--- src/hw/rtl/lifx_pkg.sv ---
// Shared types, register indexes, constants and fixed-point helpers for the
// LIF neuron step unit with exponential synaptic currents. No dependencies.
`default_nettype none

package lifx_pkg;

  localparam int unsigned CFG_INDEX_W = 3;

  typedef enum logic [CFG_INDEX_W-1:0] {
    REG_MEMBRANE_DECAY   = 3'd0,
    REG_EXC_DECAY        = 3'd1,
    REG_INH_DECAY        = 3'd2,
    REG_EXC_GAIN         = 3'd3,
    REG_INH_GAIN         = 3'd4,
    REG_DRIVE_GAIN       = 3'd5,
    REG_THRESHOLD_LEVEL  = 3'd6,
    REG_REFRACTORY_TICKS = 3'd7
  } lifx_reg_t;

  localparam logic signed [31:0] BIAS_CURRENT = 32'sd0;
  localparam logic signed [31:0] RESET_LEVEL  = 32'sd0;
  localparam logic signed [25:0] ONE_Q24      = 26'sd16777216;
  localparam logic signed [63:0] HALF_Q24     = 64'sd8388608;

  typedef struct packed {
    logic        [26:0] membrane_decay;
    logic        [24:0] exc_decay;
    logic        [24:0] inh_decay;
    logic        [26:0] exc_gain;
    logic        [26:0] inh_gain;
    logic        [26:0] drive_gain;
    logic signed [31:0] threshold_level;
    logic        [15:0] refractory_ticks;
  } lifx_cfg_t;

  typedef struct packed {
    logic        [30:0] exc_spike_sum;
    logic signed [31:0] inh_spike_sum;
    logic signed [31:0] drive_current;
    logic signed [31:0] filtered_current;
  } lifx_item_t;

  typedef struct packed {
    logic signed [31:0] membrane;
    logic signed [31:0] exc_current;
    logic signed [31:0] inh_current;
    logic signed [31:0] held_drive;
    logic signed [31:0] held_filtered;
    logic        [15:0] refractory_left;
  } lifx_state_t;

  typedef struct packed {
    logic               spike;
    logic signed [31:0] membrane_level;
    logic signed [31:0] exc_current_out;
    logic signed [31:0] inh_current_out;
    logic               in_refractory;
  } lifx_result_t;

  function automatic logic signed [31:0] sat32(input logic signed [40:0] v);
    logic signed [31:0] r;
    if (v > 41'sd2147483647) begin
      r = 32'sh7FFF_FFFF;
    end else if (v < -41'sd2147483648) begin
      r = 32'sh8000_0000;
    end else begin
      r = v[31:0];
    end
    return r;
  endfunction

  // Rounds half up from Q24 scale, then saturates to 32 bits.
  function automatic logic signed [31:0] rs24(input logic signed [63:0] acc);
    logic signed [63:0] x;
    logic signed [39:0] q;
    x = acc + HALF_Q24;
    q = x[63:24];
    return sat32(41'(q));
  endfunction

endpackage

`default_nettype wire

--- src/hw/rtl/lifx_cfg_regs.sv ---
// Configuration register file of the LIF neuron step unit.
// Depends on lifx_pkg for the register indexes and the configuration struct.
`default_nettype none

module lifx_cfg_regs (
  input  wire logic                              clk,
  input  wire logic                              rst_n,
  input  wire logic                              cfg_valid,
  output logic                                   cfg_ready,
  input  wire logic [lifx_pkg::CFG_INDEX_W-1:0]  cfg_index,
  input  wire logic [31:0]                       cfg_data,
  output lifx_pkg::lifx_cfg_t                    cfg
);

  lifx_pkg::lifx_cfg_t cfg_r;
  lifx_pkg::lifx_cfg_t cfg_nxt;

  assign cfg_ready = 1'b1;
  assign cfg = cfg_r;

  always_comb begin
    cfg_nxt = cfg_r;
    if (cfg_valid) begin
      unique case (cfg_index)
        lifx_pkg::REG_MEMBRANE_DECAY:   cfg_nxt.membrane_decay   = cfg_data[26:0];
        lifx_pkg::REG_EXC_DECAY:        cfg_nxt.exc_decay        = cfg_data[24:0];
        lifx_pkg::REG_INH_DECAY:        cfg_nxt.inh_decay        = cfg_data[24:0];
        lifx_pkg::REG_EXC_GAIN:         cfg_nxt.exc_gain         = cfg_data[26:0];
        lifx_pkg::REG_INH_GAIN:         cfg_nxt.inh_gain         = cfg_data[26:0];
        lifx_pkg::REG_DRIVE_GAIN:       cfg_nxt.drive_gain       = cfg_data[26:0];
        lifx_pkg::REG_THRESHOLD_LEVEL:  cfg_nxt.threshold_level  = $signed(cfg_data);
        lifx_pkg::REG_REFRACTORY_TICKS: cfg_nxt.refractory_ticks = cfg_data[15:0];
        default: begin
        end
      endcase
    end
  end

  always_ff @(posedge clk) begin
    if (!rst_n) begin
      cfg_r.membrane_decay   <= 27'd16610283;
      cfg_r.exc_decay        <= 25'd15958970;
      cfg_r.inh_decay        <= 25'd15958970;
      cfg_r.exc_gain         <= 27'd6513;
      cfg_r.inh_gain         <= 27'd6513;
      cfg_r.drive_gain       <= 27'd6677;
      cfg_r.threshold_level  <= 32'sd983040;
      cfg_r.refractory_ticks <= 16'd20;
    end else begin
      cfg_r <= cfg_nxt;
    end
  end

endmodule

`default_nettype wire

--- config.mk ---
export PLATFORM = sky130hd
export DESIGN_NAME = lifx_cfg_regs
export DESIGN_NICKNAME = d
export VERILOG_FILES = /design/src/hw/rtl/lifx_pkg.sv /design/src/hw/rtl/lifx_cfg_regs.sv
export SDC_FILE = /design/constraint.sdc
export NUM_CORES = 1
export LEC_CHECK = 0
export BUFFER_PORTS_ARGS = -buffer_cell sky130_fd_sc_hd__buf_4
export CAP_MARGIN = 20
export CORE_MARGIN = 1
export CORE_UTILIZATION = 33
export DETAILED_ROUTE_END_ITERATION = 8
export GPL_TIMING_DRIVEN = 0
export SLEW_MARGIN = 20
export SYNTH_ARGS = -nofsm -noshare
export SYNTH_HDL_FRONTEND = slang
export SYNTH_SLANG_ARGS = --single-unit
--- constraint.sdc ---
create_clock -name clk -period 3.62 [get_ports clk]
set_clock_uncertainty 0.15 [all_clocks]
set_input_delay 0.724 -clock clk [delete_from_list [all_inputs] [get_ports clk]]
set_output_delay 0.724 -clock clk [all_outputs]
set_load 0.03 [all_outputs]
# Word level (Yosys, flattened, before mapping)
# Cells that the tools add are included.
# classes
n_reduce_logical	9
eq_ne	7
# op_table
cell	n
AND reduction 2 bit	8
== test 3 bit, second input constant	4
== test 3 x 2 -> 1 bit, second input constant	2
== test 3 x 1 -> 1 bit, second input constant	1
zero test 3 bit	1
# word_totals
inputBits	38
reg_bits	206
out_inout_bits	207
word_cells	24

# Depth between registers and ports, before layout
# depth
ltp_word	2
ltp_mapped	5
depth_no_buf	2

# Least setup slack after synthesis
# Ideal clock, no wire load.
# synth_path
path_type	input-to-reg
startpoint	input cfg_index[0] in the netlist's numbering
endpoint	register cfg_r (netlist bit cfg[203])
arrival_ns	1.654
setup_time_ns	0.124
stages	4
path_buffers	2
t_required_ns	3.346
setup_slack_ns	1.691
path_cell_list	or4b_1 > buf_4 > buf_6 > mux2i_1
# synth_between
elab_chain_cells	2
# synth_rtl
item	line	text
from (decl)	lifx_cfg_regs.sv:10	input wire logic [lifx_pkg::CFG_INDEX_W-1:0] cfg_index,
zero test 3 bit	lifx_cfg_regs.sv:24	unique case (cfg_index)
AND reduction 2 bit (no source line)	n/a	
to (signal assigned)	lifx_cfg_regs.sv:50	cfg_r <= cfg_nxt;
to (decl)	lifx_cfg_regs.sv:15	lifx_pkg::lifx_cfg_t cfg_r;
# No other way between the ends.
# A chain may end at the register's enable or synchronous reset.

==> results.py <==
metrics = {
    "run_status": {
        "status": "completed",
    },
    "setup_path": {
        "r2r_start": "cfg[184]$_SDFFE_PN1P_",
        "critPathKind": "primary input to flip-flop",
        "crit_slowest_cell": "clkbuf_1",
        "crit_path_end_kind": "flip-flop",
        "r2r_cells": 2,
        "cp_slowest_stage_delay_ns": 0.54,
        "crit_family": "buffers and inverters",
        "crit-reg2reg-capture": "cfg[184]$_SDFFE_PN1P_",
        "crit_chain": "buf_2 > buf_2 > clkbuf_1 > nand2_1 > mux2i_1",
        "cp_num_buf_inv": 3,
        "cp.arrival_ns": 2.26,
        "r2r_slack_ns": 2.82,
        "worstPathRequired_ns": 3.89,
        "crit_top_cell": "buf_2",
        "critPathLaunchType": "primary input",
        "crit_fanout": 10,
    },
    "global_route": {
        "gr-total-overflow": 0,
        "grt_usage": 0.2111,
        "grt_pass1_vias": 6104,
        "grt_pass1_wl_mm": 38.34,
        "antenna_found_initial": 1,
        "grt_max_degree": 13,
    },
    "detailed_routing": {
        "wl_mm": 26.02,
        "wl_per_cell_um": 19.36,
        "detail-route-antenna-nets": 0,
        "drc_errors": 0,
        "first_pass_iters": 4,
        "drtIter0Drc": 204,
        "vias_per_cell": 4.543,
        "vias": 6106,
    },
    "layout": {
        "fin_cells": 1344,
        "areaGrowthSynthToFinish_pct": 37.49,
        "drive_above_1_share": 0.3015,
        "largest_reg_flops": 206,
        "num_antenna_cells": 0,
        "fin_nets": 1048,
    },
    "clock_tree": {
        "clkLatencyLatePin_ns": 0.49,
        "cts.sinks": 206,
        "post_cts_buffers": 0,
        "ctsHoldBuffers": 0,
        "clockBufferDepth": 3,
        "cts_resized": 0,
        "tritoncts": "yes",
        "cts_inserted_buffers": 23,
        "clk_pin_slew_ns": 0.06,
        "clk_root_buffer_cell": "clkbuf_16",
        "htree_levels": 1,
    },
    "synth": {
        "synth_area_leaders": "dfxtp_1 53%, mux2i_1 26%, nand2_1 7.9%, nor2b_1 7.6%, buf_2 1.3%",
        "syn-instance-count": 743,
        "synth_edf_count": 0,
        "synth-async-reset-ratio": 0,
        "yosysWarnings": 0,
        "yosysSeqAreaShare": 0.5261,
        "synth_top_area_frac": 0.5261,
        "synth-seq-cells": 206,
        "synth_cell_type_count": 17,
        "syn_nets": 781,
        "mappedNetlistArea_um2": 7839,
        "yosys-top-cells-count": "206 x dfxtp_1, 206 x mux2i_1, 166 x nand2_1",
        "avgSynthCellArea_um2": 10.55,
        "yosys.area.top_type": "dfxtp_1",
        "synth_ff_type": "dfxtp_1",
    },
    "flow_run": {
        "max_cap_viol_count": 0,
    },
    "timing": {
        "worst_pin_slew_ns": 0.8520,
        "period_share": 0.5510,
        "setup_violations": 0,
        "drv_slew": 0,
        "finalCriticalPeriod_ns": 1.995,
        "rsz0062_at_grt": "no",
        "fmax_ghz": 0.5013,
        "hold_viol_final": 0,
        "slew_headroom": 0.4320,
        "finalSetupTns_ns": 0,
    },
    "placement": {
        "dp.cells": 1304,
        "place.gp.congestion": 0.7593,
        "hpwl_mm": 19.15,
        "portBuffers": 242,
    },
    "hold_path": {
        "hp-start": "cfg[172]$_SDFFE_PN0P_",
        "min_to": "cfg[172]$_SDFFE_PN0P_",
        "holdPathStages": 2,
        "hp-class": "flip-flop to flip-flop",
    },
    "floorplanning": {
        "die_x_um": 156.1,
        "initial_core_util": 0.3350,
        "coreArea_um2": 23400,
        "die_area_um2": 24370,
        "die_h_um": 156.1,
        "num_rows": 56,
        "io_pins": 245,
    },
    "power_and_ir_drop": {
        "leakagePower_nw": 5.298,
        "irDropWorstVdd_uv": 237.5,
        "pwr-share-comb": 0.094,
        "p_per_area_nw_per_um2": 473.3,
        "power.switching_mw": 1.265,
        "switching_share": 0.2480,
        "seqPwrFrac": 0.460,
        "p_int_mw": 3.836,
        "clock_power_share": 0.446,
    },
}
==> worst max-delay path by stage <==
stage	endpoint	cells past startpoint	from	slack, ns
2_1_floorplan	cfg[203]$_SDFFE_PN0P_	4	cfg_index[0]	1.69
3_3_place_gp	cfg[154]$_SDFFE_PN0P_	5	rst_n	1.15
3_5_place_dp	cfg[154]$_SDFFE_PN0P_	5	rst_n	1.10
4_1_cts	cfg[154]$_SDFFE_PN0P_	5	rst_n	1.62
5_1_grt	cfg[16]$_SDFFE_PN0P_	5	rst_n	1.52
6_report	cfg[16]$_SDFFE_PN0P_	5	rst_n	1.63
==> through the flow <==
stage                     area, um2  setup slack, ns  total power [mW]  utilization  hold WS, ns
final                         10780            1.625             5.101       0.4605       0.3065
after global placement        10050            1.154             2.878       0.4296       0.2938
after CTS                     10780            1.622             5.151       0.4605       0.3081
after global routing          10780            1.521             5.271       0.4605       0.3157
after detailed placement      10050            1.099             2.882       0.4296       0.2965
after floorplan                7839            1.691             2.670            -       0.4330
==> area by class of cell <==
cell class              count  area (um2)
flip-flops and latches    206        4124
well taps                 319       399.1
plain buffers              57       292.8
clock inverters             4       48.80
clock buffers              36       674.4
fillers                  2291       12620
repair buffers            242        1817
multi-input cells         480        3422
==> cells by family after synthesis <==
| kind of cell | Yosys count | share of synthesized area |
|---|---|---|
| mux | 206 | 0.2630 |
| buf+inv | 57 | 0.03735 |
| flops | 206 | 0.5261 |
| other cells | 1 | 0.0004784 |
| simple gates | 273 | 0.1730 |
==> cell usage in the layout, fill, tap and decap left out, drive strengths merged <==
cell type / n
buf: 276
dfxtp: 206
nand2: 166
and4bb: 1
clkinv: 3
nand4: 1
and4b: 2
bufinv: 1
nor2b: 95
clkbuf: 59
or4b: 1
nand4bb: 3
mux2i: 206
conb: 1
nand4b: 3
nor4b: 1
==> routing by layer <==
layer / GRT usage / up-vias / wire length, um
met1: 0.2746 / 2875 / 11700
met2: 0.3493 / 210 / 11970
met3: 0.05028 / 39 / 1801
li1: - / 2982 / -
met4: 0.05369 / 0 / 554
met5: 0 / - / 0
==> power by group through the flow <==
stage / combinational, mW / sequential, mW / clock, mW
6_report: 0.479 / 2.35 / 2.27
2_1_floorplan: 0.178 / 2.49 / 0
3_3_place_gp: 0.483 / 2.40 / 0
3_5_place_dp: 0.486 / 2.40 / 0
5_1_grt: 0.510 / 2.35 / 2.41
4_1_cts: 0.487 / 2.35 / 2.32
==> worst min-delay path, stage by stage (launching register included) <==
cell	delay (ns)
dfxtp_1	0.30
nand2_1	0.05
mux2i_1	0.05
Power figures use the tool's default switching activity.
